File: src/rtl/psm_pkg.sv
// ----------------------------------------------------------------------------
// psm_pkg
// Shared types and constants for the p-code stack machine.
// ----------------------------------------------------------------------------
package psm_pkg;
    localparam int STACK_DEPTH_DEF = 512;
    localparam int CODE_DEPTH_DEF  = 256;
    localparam int WORD_BITS_DEF   = 32;
    localparam int MAX_LEVEL_DEF   = 3;

    localparam logic [2:0] CMD_LIT = 3'd0;
    localparam logic [2:0] CMD_OPR = 3'd1;
    localparam logic [2:0] CMD_LOD = 3'd2;
    localparam logic [2:0] CMD_STO = 3'd3;
    localparam logic [2:0] CMD_CAL = 3'd4;
    localparam logic [2:0] CMD_INT = 3'd5;
    localparam logic [2:0] CMD_JMP = 3'd6;
    localparam logic [2:0] CMD_JPC = 3'd7;

    localparam logic [1:0] FLT_OK    = 2'd0;
    localparam logic [1:0] FLT_INVAL = 2'd1;
    localparam logic [1:0] FLT_RANGE = 2'd2;
    localparam logic [1:0] FLT_DIV0  = 2'd3;

    // Datapath operations.
    localparam logic [3:0] OP_RD_ADDR  = 4'd0;  // read stack at address register
    localparam logic [3:0] OP_LATCH_X  = 4'd1;  // x <= read data
    localparam logic [3:0] OP_LATCH_Y  = 4'd2;  // y <= read data
    localparam logic [3:0] OP_WR       = 4'd3;  // write wdata at address
    localparam logic [3:0] OP_DIV_GO   = 4'd4;
    localparam logic [3:0] OP_MUL_GO   = 4'd5;
    localparam logic [3:0] OP_NONE     = 4'd6;

    typedef struct packed {
        logic       rd;      // issue stack read at addr
        logic       wr;      // write wdata to addr
        logic       ld_x;    // capture read data into x
        logic       ld_y;    // capture read data into y
        logic       div_go;
        logic       mul_go;
    } t_dp_cmd;

    typedef struct packed {
        logic div_busy;
        logic mul_busy;
    } t_dp_sts;
endpackage

File: src/rtl/psm_control.sv
// ----------------------------------------------------------------------------
// psm_control
// Instruction sequencer: holds pc, top and base, walks static links and
// issues stack reads, writes and arithmetic to the datapath.
// ----------------------------------------------------------------------------
module psm_control
    import psm_pkg::*;
#(
    parameter int STACK_DEPTH = STACK_DEPTH_DEF,
    parameter int CODE_DEPTH  = CODE_DEPTH_DEF,
    parameter int WORD_BITS   = WORD_BITS_DEF,
    parameter int MAX_LEVEL   = MAX_LEVEL_DEF,
    localparam int SAW        = $clog2(STACK_DEPTH),
    localparam int PCW        = $clog2(CODE_DEPTH)
) (
    input  logic                 i_clk,
    input  logic                 i_rst_n,
    input  logic                 i_valid,
    output logic                 o_ready,
    input  logic [2:0]           i_cmd,
    input  logic [1:0]           i_level,
    input  logic signed [11:0]   i_operand,
    output logic                 o_valid,
    input  logic                 i_ready,
    output logic [PCW-1:0]       o_pc,
    output logic [SAW-1:0]       o_top,
    output logic [SAW-1:0]       o_base,
    output logic [WORD_BITS-1:0] o_top_value,
    output logic [1:0]           o_fault,
    output t_dp_cmd              o_dp,
    output logic [SAW-1:0]       o_addr,
    output logic [WORD_BITS-1:0] o_wdata,
    input  logic [WORD_BITS-1:0] i_rdata,
    input  logic [WORD_BITS-1:0] i_x,
    input  logic [WORD_BITS-1:0] i_y,
    input  logic [WORD_BITS-1:0] i_prod,
    input  logic [WORD_BITS-1:0] i_quot,
    input  t_dp_sts              i_sts
);
    localparam logic [4:0] S_CLEAR = 5'd0;
    localparam logic [4:0] S_IDLE  = 5'd1;
    localparam logic [4:0] S_DEC   = 5'd2;
    localparam logic [4:0] S_WALK  = 5'd3;   // read link at r_at
    localparam logic [4:0] S_WALKW = 5'd4;   // link data ready
    localparam logic [4:0] S_EXEC  = 5'd5;
    localparam logic [4:0] S_RDY   = 5'd6;   // read top (y)
    localparam logic [4:0] S_RDYW  = 5'd7;
    localparam logic [4:0] S_RDX   = 5'd8;
    localparam logic [4:0] S_RDXW  = 5'd9;
    localparam logic [4:0] S_ALU   = 5'd10;
    localparam logic [4:0] S_MDW   = 5'd11;
    localparam logic [4:0] S_LODW  = 5'd12;
    localparam logic [4:0] S_RET1  = 5'd13;
    localparam logic [4:0] S_RET2  = 5'd14;
    localparam logic [4:0] S_RET3  = 5'd15;
    localparam logic [4:0] S_CAL1  = 5'd16;
    localparam logic [4:0] S_CAL2  = 5'd17;
    localparam logic [4:0] S_FIN   = 5'd18;  // on fault, keep top and base, step pc
    localparam logic [4:0] S_FINW  = 5'd19;
    localparam logic [4:0] S_OUT   = 5'd20;
    localparam logic [4:0] S_STOW  = 5'd21;

    localparam int EW = SAW + 14;  // wide signed index arithmetic

    logic [4:0]           r_state;
    logic [PCW-1:0]       r_pc, r_npc;
    logic [SAW-1:0]       r_top, r_base, r_nt, r_nb, r_at, r_addr;
    logic [SAW:0]         r_clr;
    logic [2:0]           r_cmd;
    logic [1:0]           r_lev;
    logic signed [11:0]   r_opd;
    logic [1:0]           r_fault;
    logic [WORD_BITS-1:0] r_wdata, r_res, r_tv;
    logic                 r_wr, r_rd, r_ldx, r_ldy, r_dgo, r_mgo, r_ovalid;
    logic [3:0]           r_step;

    logic signed [EW-1:0] e_top, e_base, e_at, e_opd;
    assign e_top  = EW'(signed'({1'b0, r_top}));
    assign e_base = EW'(signed'({1'b0, r_base}));
    assign e_at   = EW'(signed'({1'b0, r_at}));
    assign e_opd  = EW'(r_opd);

    function automatic logic in_rng(input logic signed [EW-1:0] v);
        return v >= 0 && v < EW'(STACK_DEPTH);
    endfunction

    function automatic logic [PCW-1:0] pc_of(input logic signed [12:0] v);
        logic signed [31:0] r;
        r = 32'(v) % CODE_DEPTH;
        if (r < 0) begin
            r = r + CODE_DEPTH;
        end
        return PCW'(r);
    endfunction

    logic                 is_arith, lt_xy, lt_yx;
    logic signed [11:0]   o12;
    assign o12      = r_opd;
    assign is_arith = (o12 >= 2 && o12 <= 5) || (o12 >= 8 && o12 <= 13);
    assign lt_xy = $signed(i_x) < $signed(i_y);
    assign lt_yx = $signed(i_y) < $signed(i_x);
    logic rd_big;
    assign rd_big = (WORD_BITS > SAW) ? (i_rdata >= WORD_BITS'(STACK_DEPTH)) : 1'b0;

    always_ff @(posedge i_clk) begin
        r_wr  <= 1'b0;
        r_rd  <= 1'b0;
        r_ldx <= 1'b0;
        r_ldy <= 1'b0;
        r_dgo <= 1'b0;
        r_mgo <= 1'b0;
        if (!i_rst_n) begin
            r_state  <= S_CLEAR;
            r_clr    <= '0;
            r_pc     <= '0;
            r_top    <= '0;
            r_base   <= SAW'(1);
            r_ovalid <= 1'b0;
        end else begin
            unique case (r_state)
                S_CLEAR: begin
                    r_wr    <= 1'b1;
                    r_addr  <= r_clr[SAW-1:0];
                    r_wdata <= '0;
                    r_clr   <= r_clr + 1'b1;
                    if (r_clr == (SAW+1)'(STACK_DEPTH - 1)) begin
                        r_state <= S_IDLE;
                    end
                end
                S_IDLE: begin
                    if (i_valid) begin
                        r_cmd   <= i_cmd;
                        r_lev   <= i_level;
                        r_opd   <= i_operand;
                        r_state <= S_DEC;
                    end
                end
                S_DEC: begin
                    r_npc   <= PCW'(r_pc + 1'b1);
                    r_nt    <= r_top;
                    r_nb    <= r_base;
                    r_fault <= FLT_OK;
                    r_at    <= r_base;
                    r_step  <= {2'b0, r_lev};
                    if (32'(r_lev) > MAX_LEVEL &&
                        (r_cmd == CMD_LOD || r_cmd == CMD_STO || r_cmd == CMD_CAL)) begin
                        r_fault <= FLT_INVAL;
                        r_state <= S_FIN;
                    end else if ((r_cmd == CMD_LOD || r_cmd == CMD_STO || r_cmd == CMD_CAL)
                                 && r_lev != 2'd0) begin
                        r_state <= S_WALK;
                    end else begin
                        r_state <= S_EXEC;
                    end
                end
                S_WALK: begin
                    r_addr  <= r_at;
                    r_rd    <= 1'b1;
                    r_state <= S_WALKW;
                    r_step  <= r_step - 1'b1;
                end
                S_WALKW: begin
                    if (r_rd) begin
                        r_state <= S_WALKW;
                    end else if (rd_big) begin
                        r_fault <= FLT_RANGE;
                        r_state <= S_FIN;
                    end else begin
                        r_at    <= SAW'(i_rdata);
                        r_state <= (r_step == 4'd0) ? S_EXEC : S_WALK;
                    end
                end
                S_EXEC: begin
                    r_state <= S_FIN;
                    unique case (r_cmd)
                        CMD_LIT: begin
                            if (!in_rng(e_top + EW'(1))) begin
                                r_fault <= FLT_RANGE;
                            end else begin
                                r_nt    <= SAW'(e_top + 1);
                                r_addr  <= SAW'(e_top + 1);
                                r_wdata <= WORD_BITS'(signed'(r_opd));
                                r_wr    <= 1'b1;
                            end
                        end
                        CMD_OPR: begin
                            if (o12 == 12'sd0) begin
                                if (!in_rng(e_base - EW'(1)) || !in_rng(e_base + EW'(2))) begin
                                    r_fault <= FLT_RANGE;
                                end else begin
                                    r_addr  <= SAW'(e_base + 1);
                                    r_rd    <= 1'b1;
                                    r_state <= S_RET1;
                                end
                            end else if (o12 == 12'sd1 || o12 == 12'sd6 || is_arith) begin
                                if (is_arith && r_top == '0) begin
                                    r_fault <= FLT_RANGE;
                                end else begin
                                    r_state <= S_RDY;
                                end
                            end else begin
                                r_fault <= FLT_INVAL;
                            end
                        end
                        CMD_LOD: begin
                            if (!in_rng(e_top + EW'(1)) || !in_rng(e_at + e_opd)) begin
                                r_fault <= FLT_RANGE;
                            end else begin
                                r_addr  <= SAW'(e_at + e_opd);
                                r_rd    <= 1'b1;
                                r_state <= S_LODW;
                                r_step  <= 4'd0;
                            end
                        end
                        CMD_STO: begin
                            if (r_top == '0 || !in_rng(e_at + e_opd)) begin
                                r_fault <= FLT_RANGE;
                            end else begin
                                r_addr  <= r_top;
                                r_rd    <= 1'b1;
                                r_state <= S_STOW;
                                r_step  <= 4'd0;
                            end
                        end
                        CMD_CAL: begin
                            if (!in_rng(e_top + EW'(3))) begin
                                r_fault <= FLT_RANGE;
                            end else begin
                                r_addr  <= SAW'(e_top + 1);
                                r_wdata <= WORD_BITS'(r_at);
                                r_wr    <= 1'b1;
                                r_state <= S_CAL1;
                            end
                        end
                        CMD_INT: begin
                            if (!in_rng(e_top + e_opd)) begin
                                r_fault <= FLT_RANGE;
                            end else begin
                                r_nt <= SAW'(e_top + e_opd);
                            end
                        end
                        CMD_JMP: begin
                            r_npc <= pc_of(13'(r_opd) - 13'sd1);
                        end
                        CMD_JPC: begin
                            if (r_top == '0) begin
                                r_fault <= FLT_RANGE;
                            end else begin
                                r_state <= S_RDY;
                            end
                        end
                        default: r_fault <= FLT_INVAL;
                    endcase
                end
                S_RET1: begin
                    r_addr  <= SAW'(e_base + 2);
                    r_rd    <= 1'b1;
                    r_ldx   <= 1'b0;
                    r_state <= S_RET2;
                end
                S_RET2: begin
                    // Read data now holds the saved base.
                    r_res   <= i_rdata;
                    r_state <= S_RET3;
                end
                S_RET3: begin
                    if (WORD_BITS > SAW && r_res >= WORD_BITS'(STACK_DEPTH)) begin
                        r_fault <= FLT_RANGE;
                    end else begin
                        r_nt  <= SAW'(e_base - 1);
                        r_nb  <= SAW'(r_res);
                        r_npc <= PCW'(i_rdata);
                    end
                    r_state <= S_FIN;
                end
                S_CAL1: begin
                    r_addr  <= SAW'(e_top + 2);
                    r_wdata <= WORD_BITS'(r_base);
                    r_wr    <= 1'b1;
                    r_state <= S_CAL2;
                end
                S_CAL2: begin
                    r_addr  <= SAW'(e_top + 3);
                    r_wdata <= WORD_BITS'(r_npc);
                    r_wr    <= 1'b1;
                    r_nb    <= SAW'(e_top + 1);
                    r_npc   <= pc_of(13'(r_opd));
                    r_state <= S_FIN;
                end
                S_LODW: begin
                    // Wait for the read to land.
                    if (r_step == 4'd0) begin
                        r_step <= 4'd1;
                    end else begin
                        r_nt    <= SAW'(e_top + 1);
                        r_addr  <= SAW'(e_top + 1);
                        r_wdata <= i_rdata;
                        r_wr    <= 1'b1;
                        r_state <= S_FIN;
                    end
                end
                S_STOW: begin
                    if (r_step == 4'd0) begin
                        r_step <= 4'd1;
                    end else begin
                        r_addr  <= SAW'(e_at + e_opd);
                        r_wdata <= i_rdata;
                        r_wr    <= 1'b1;
                        r_nt    <= r_top - 1'b1;
                        r_state <= S_FIN;
                    end
                end
                S_RDY: begin
                    r_addr  <= r_top;
                    r_rd    <= 1'b1;
                    r_state <= S_RDYW;
                end
                S_RDYW: begin
                    if (!r_rd) begin
                        r_ldy   <= 1'b1;
                        r_state <= (r_cmd == CMD_OPR && is_arith) ? S_RDX : S_ALU;
                    end
                end
                S_RDX: begin
                    if (!r_ldy) begin
                        r_addr  <= r_top - 1'b1;
                        r_rd    <= 1'b1;
                        r_state <= S_RDXW;
                    end
                end
                S_RDXW: begin
                    if (!r_rd) begin
                        r_ldx   <= 1'b1;
                        r_state <= S_ALU;
                    end
                end
                S_ALU: begin
                    if (!r_ldx && !r_ldy) begin
                        r_state <= S_FIN;
                        r_addr  <= r_top - 1'b1;
                        r_nt    <= r_top - 1'b1;
                        r_wr    <= 1'b1;
                        if (r_cmd == CMD_JPC) begin
                            r_wr <= 1'b0;
                            if (i_y == '0) begin
                                r_npc <= pc_of(13'(r_opd) - 13'sd1);
                            end
                        end else if (o12 == 12'sd1 || o12 == 12'sd6) begin
                            r_addr  <= r_top;
                            r_nt    <= r_top;
                            r_wdata <= (o12 == 12'sd1) ? -i_y : WORD_BITS'(i_y[0]);
                        end else begin
                            unique case (o12)
                                12'sd2: r_wdata <= i_x + i_y;
                                12'sd3: r_wdata <= i_x - i_y;
                                12'sd4: begin
                                    r_wr    <= 1'b0;
                                    r_mgo   <= 1'b1;
                                    r_state <= S_MDW;
                                end
                                12'sd5: begin
                                    r_wr <= 1'b0;
                                    if (i_y == '0) begin
                                        r_fault <= FLT_DIV0;
                                        r_nt    <= r_top;
                                    end else begin
                                        r_dgo   <= 1'b1;
                                        r_state <= S_MDW;
                                    end
                                end
                                12'sd8:  r_wdata <= WORD_BITS'(i_x == i_y);
                                12'sd9:  r_wdata <= WORD_BITS'(i_x != i_y);
                                12'sd10: r_wdata <= WORD_BITS'(lt_xy);
                                12'sd11: r_wdata <= WORD_BITS'(!lt_xy);
                                12'sd12: r_wdata <= WORD_BITS'(lt_yx);
                                default: r_wdata <= WORD_BITS'(!lt_yx);
                            endcase
                        end
                    end
                end
                S_MDW: begin
                    if (!r_mgo && !r_dgo && !i_sts.mul_busy && !i_sts.div_busy) begin
                        r_wdata <= (o12 == 12'sd4) ? i_prod : i_quot;
                        r_wr    <= 1'b1;
                        r_state <= S_FIN;
                    end
                end
                S_FIN: begin
                    if (r_fault != FLT_OK) begin
                        r_nt  <= r_top;
                        r_nb  <= r_base;
                        r_npc <= PCW'(r_pc + 1'b1);
                    end
                    r_state <= S_FINW;
                end
                S_FINW: begin
                    r_pc     <= r_npc;
                    r_top    <= r_nt;
                    r_base   <= r_nb;
                    r_addr   <= r_nt;
                    r_rd     <= 1'b1;
                    r_state  <= S_OUT;
                    r_step   <= 4'd0;
                end
                S_OUT: begin
                    if (r_step == 4'd0) begin
                        r_step <= 4'd1;
                    end else if (!r_ovalid) begin
                        r_tv     <= i_rdata;
                        r_ovalid <= 1'b1;
                    end else if (i_ready) begin
                        r_ovalid <= 1'b0;
                        r_state  <= S_IDLE;
                    end
                end
                default: r_state <= S_IDLE;
            endcase
        end
    end

    assign o_ready     = (r_state == S_IDLE);
    assign o_valid     = r_ovalid;
    assign o_pc        = r_pc;
    assign o_top       = r_top;
    assign o_base      = r_base;
    assign o_top_value = r_tv;
    assign o_fault     = r_fault;
    assign o_addr      = r_addr;
    assign o_wdata     = r_wdata;
    assign o_dp        = '{rd: r_rd, wr: r_wr, ld_x: r_ldx, ld_y: r_ldy,
                           div_go: r_dgo, mul_go: r_mgo};

    a_one_port: assert property (@(posedge i_clk) disable iff (!i_rst_n)
        !(r_rd && r_wr)) else $error("read and write issued together");
    a_out_hold: assert property (@(posedge i_clk) disable iff (!i_rst_n)
        r_ovalid && !i_ready |=> r_ovalid && $stable(r_tv))
        else $error("result dropped before taken");
    a_no_take: assert property (@(posedge i_clk) disable iff (!i_rst_n)
        r_ovalid |-> !o_ready) else $error("item taken while result pending");
endmodule

File: config.mk
export PLATFORM = sky130hd
export DESIGN_NAME = psm_control
export DESIGN_NICKNAME = d
export VERILOG_FILES = /design/src/rtl/psm_pkg.sv /design/src/rtl/psm_control.sv
export SDC_FILE = /design/constraint.sdc
export NUM_CORES = 1
export LEC_CHECK = 0
export ABC_AREA = 1
export BUFFER_PORTS_ARGS = -buffer_cell sky130_fd_sc_hd__buf_2
export CAP_MARGIN = 20
export CORE_ASPECT_RATIO = 0.75
export CORE_MARGIN = 1
export CORE_UTILIZATION = 40
export CTS_BUF_LIST = sky130_fd_sc_hd__clkbuf_4 sky130_fd_sc_hd__clkbuf_8
export CTS_CLUSTER_DIAMETER = 200
export DETAILED_ROUTE_END_ITERATION = 12
export PLACE_DENSITY = 0.56
export REMOVE_ABC_BUFFERS = 1
export SYNTH_ARGS = -nofsm -noshare
export SYNTH_HDL_FRONTEND = slang
export SYNTH_SLANG_ARGS = --single-unit
File: constraint.sdc
create_clock -name i_clk -period 8 [get_ports i_clk]
set_clock_uncertainty 0.1 [all_clocks]
set_input_delay 1.6 -clock i_clk [delete_from_list [all_inputs] [get_ports i_clk]]
set_output_delay 1.6 -clock i_clk [all_outputs]
set_load 0.1 [all_outputs]
==> flow_summary.toml <==
[outcome]
status = "completed"

[final_layout]
mostFrequentLayoutCells = "nand2_1, inv_1, nor2_1"
n_fill_cell = 5113
final_util_pct = 46.5
nNetsFinal = 3523
area_growth_pct = 14.6
postLayoutCellArea_um2 = 22700
mostFrequentLayoutCell = "nand2_1"
seqCellArea_um2 = 5860
stdcell_count = 3885
multi_input_area_um2 = 12100
drive_gt1_share_pct = 14.9
antenna_cells = 0

[placement]
place_area_um2 = 21900
dp.cells = 3813
port_buffers = 291
finalWeightedCongestion = 1.06
post-place-ws_ns = 3.09
hpwl_mm = 78.8

[timing]
whs_ns = 0.372
grt_setup_unrepaired = "no"
hold_violations = 0
slew_violations = 0
period_share_pct = 58.2
totalNegativeSetupSlack_ns = 0
fmax_mhz = 215
setup_viol = 0
setup_ws_ns = 3.34
worst_pin_slew_ns = 1.16
fin_crit_ns = 4.66
maxSlewHeadroom_pct = 22.1

[die]
placementRows = 70
io_pins = 292
die_y_um = 195
die_w_um = 259
core_area_um2 = 48900
dieArea_um2 = 50500
start_util_pct = 40.6

[yosys]
syn_area_um2 = 19800
ys_seq_area_share_pct = 29.5
synth_cell_types = 68
syn_avg_cell_area_um2 = 6.72
synthCells = 2950
ys_seq_elements = 211
synth-warning-count = 0

[global_routing]
overflow = 0
grt_pass1_vias = 21000
grt_pass1_wl_mm = 142
grt_max_degree = 42
antenna_found_initial = 2
grt_use_total_pct = 38.5

[clocking]
h-tree-depth = 2
hold_buffers = 0
postCtsSetupBuffers = 0
cts_sinks = 211
cts_resized = 0
cts_root_buf = "clkbuf_8"
clock_path_buffers = 3
insertion_delay_ns = 0.64
path_clk_slew_ns = 0.06
numCtsBuffers = 39
cts_tree = "yes"

[setup_path]
cp-end-kind = "flip-flop"
crit_fanout = 32
arrival_ns = 4.79
required_ns = 8.13
critPathKind = "flip-flop to flip-flop"
cp-start-kind = "flip-flop"

[drt]
drc = 0
dr.pass1.iters = 7
vias = 22900
wire_per_inst_um = 25.5
wl_mm = 99.0
via_per_inst = 5.89
postRouteAntennaNets = 0
drt_iter0_markers = 3063

[pwr]
ir_worst_vdd_mv = 0.124
swShare_pct = 41.1
combPwrFrac_pct = 31.4
power.share.sequential_pct = 35.9
p_total_mw = 3.62
power_per_cell_area_nw_per_um2 = 159
leakagePower_nw = 10.4
pwr-share-clk_pct = 32.6
p_sw_mw = 1.49
intPower_mw = 2.13

[hold_path]
hold_class = "flip-flop to flip-flop"

[run]
maxCapViolations = 0
[cell usage after synthesis, drive strengths merged]
library cell | number | share of area (%)
nor3 | 74 | 1.9
xnor2 | 7 | 0.31
a22oi | 9 | 0.34
or2 | 12 | 0.38
o2111a | 1 | 0.057
a2111oi | 2 | 0.12
a211oi | 20 | 0.76
nand4 | 49 | 1.6
edfxtp | 163 | 25
nor2 | 374 | 7.7
a311oi | 4 | 0.18
xor2 | 29 | 1.3
a21boi | 4 | 0.15
o21bai | 16 | 0.61
o2111ai | 14 | 0.62
o211ai | 26 | 0.98
a221oi | 4 | 0.18
inv | 387 | 7.3
and3 | 4 | 0.13
a21o | 6 | 0.23
a41oi | 4 | 0.18
and2 | 2 | 0.063
a31o | 3 | 0.13
o221ai | 8 | 0.35
a21oi | 261 | 6.6
ha | 129 | 8.1
dfxtp | 48 | 4.8
nand2 | 644 | 13
nor3b | 2 | 0.076
clkinv | 5 | 0.12
o2bb2ai | 1 | 0.044
o22ai | 10 | 0.32
a32oi | 4 | 0.18
buf | 59 | 1.6
o21ai | 241 | 6.1
a22o | 1 | 0.044
nand3 | 239 | 6.3
nor4 | 10 | 0.35
a311o | 1 | 0.050
a221o | 2 | 0.10
o21a | 13 | 0.49
fa | 4 | 0.40
nand3b | 8 | 0.30
clkbuf | 40 | 0.76
a31oi | 6 | 0.19
[power by group through the flow]
stage	registers [mW]	logic, mW	clock network [mW]
floorplan	1.63	0.450	0
global placement	1.32	1.11	0
detailed placement	1.32	1.11	0
CTS	1.30	1.11	1.20
global route	1.31	1.20	1.24
finish	1.30	1.14	1.18
[logic make-up after synthesis]
kind of cell	share of synthesized area [%]
AO/OA/AOI/OAI	19.0
AND/OR/NAND/NOR	31.5
flip-flops	29.5
XOR/XNOR	1.59
buffers and inverters	9.86
adder cells (fa/ha/maj)	8.55
[area by class of cell]
cell class	instances	area share, %
inverter	392	6.51
timing repair buffer	315	7.26
tap	648	3.57
clock buffer	56	3.09
clock inverter	15	0.589
multi-input combinational	2248	53.2
sequential	211	25.8
[per-layer routing]
layer | up-vias | part of all wire, % | track usage, % | routed length (um)
met2 | 1502 | 37 | 49.9 | 36800
met1 | 10700 | 45 | 56.5 | 44700
met4 | 2 | 2.7 | 10.3 | 2620
met3 | 171 | 15 | 16.6 | 14800
li1 | 10500 | - | - | -
met5 | - | 0.012 | 0 | 12
[sequential cells by signal (all words and copies together) (netlist names), 3 cells and up]
name / flops
r_step: 4
o_pc: 8
o_base: 9
r_nt: 9
o_top: 9
r_state: 5
o_addr: 9
r_cmd: 3
r_npc: 8
r_at: 9
r_res: 32
o_top_value: 32
r_clr: 10
o_wdata: 32
o12: 12
r_nb: 9
[path summary, 6_finish.rpt]
check | startpoint | endpoint | depth (start not counted) | slack, ns
worst max-delay path | o12[4] | o_wdata[28] | 10 | 3.34
worst min-delay path | r_nb[0] | o_base[0] | 2 | 0.37
worst max register to register | o12[4] | o_wdata[28] | 10 | 3.34
worst min register to register | r_nb[0] | o_base[0] | 2 | 0.37
[critical path, cell delays in order, from the launching register on]
cell,delay [ns]
edfxtp_1,0.55
nor2_1,0.17
nand2_1,0.17
nor2_2,0.52
nand3_4,0.57
nand2_4,0.62
inv_2,0.36
o21ai_0,0.24
nand3_1,0.20
a41oi_4,0.20
buf_4,0.53
(Power assumes the default switching activity.)
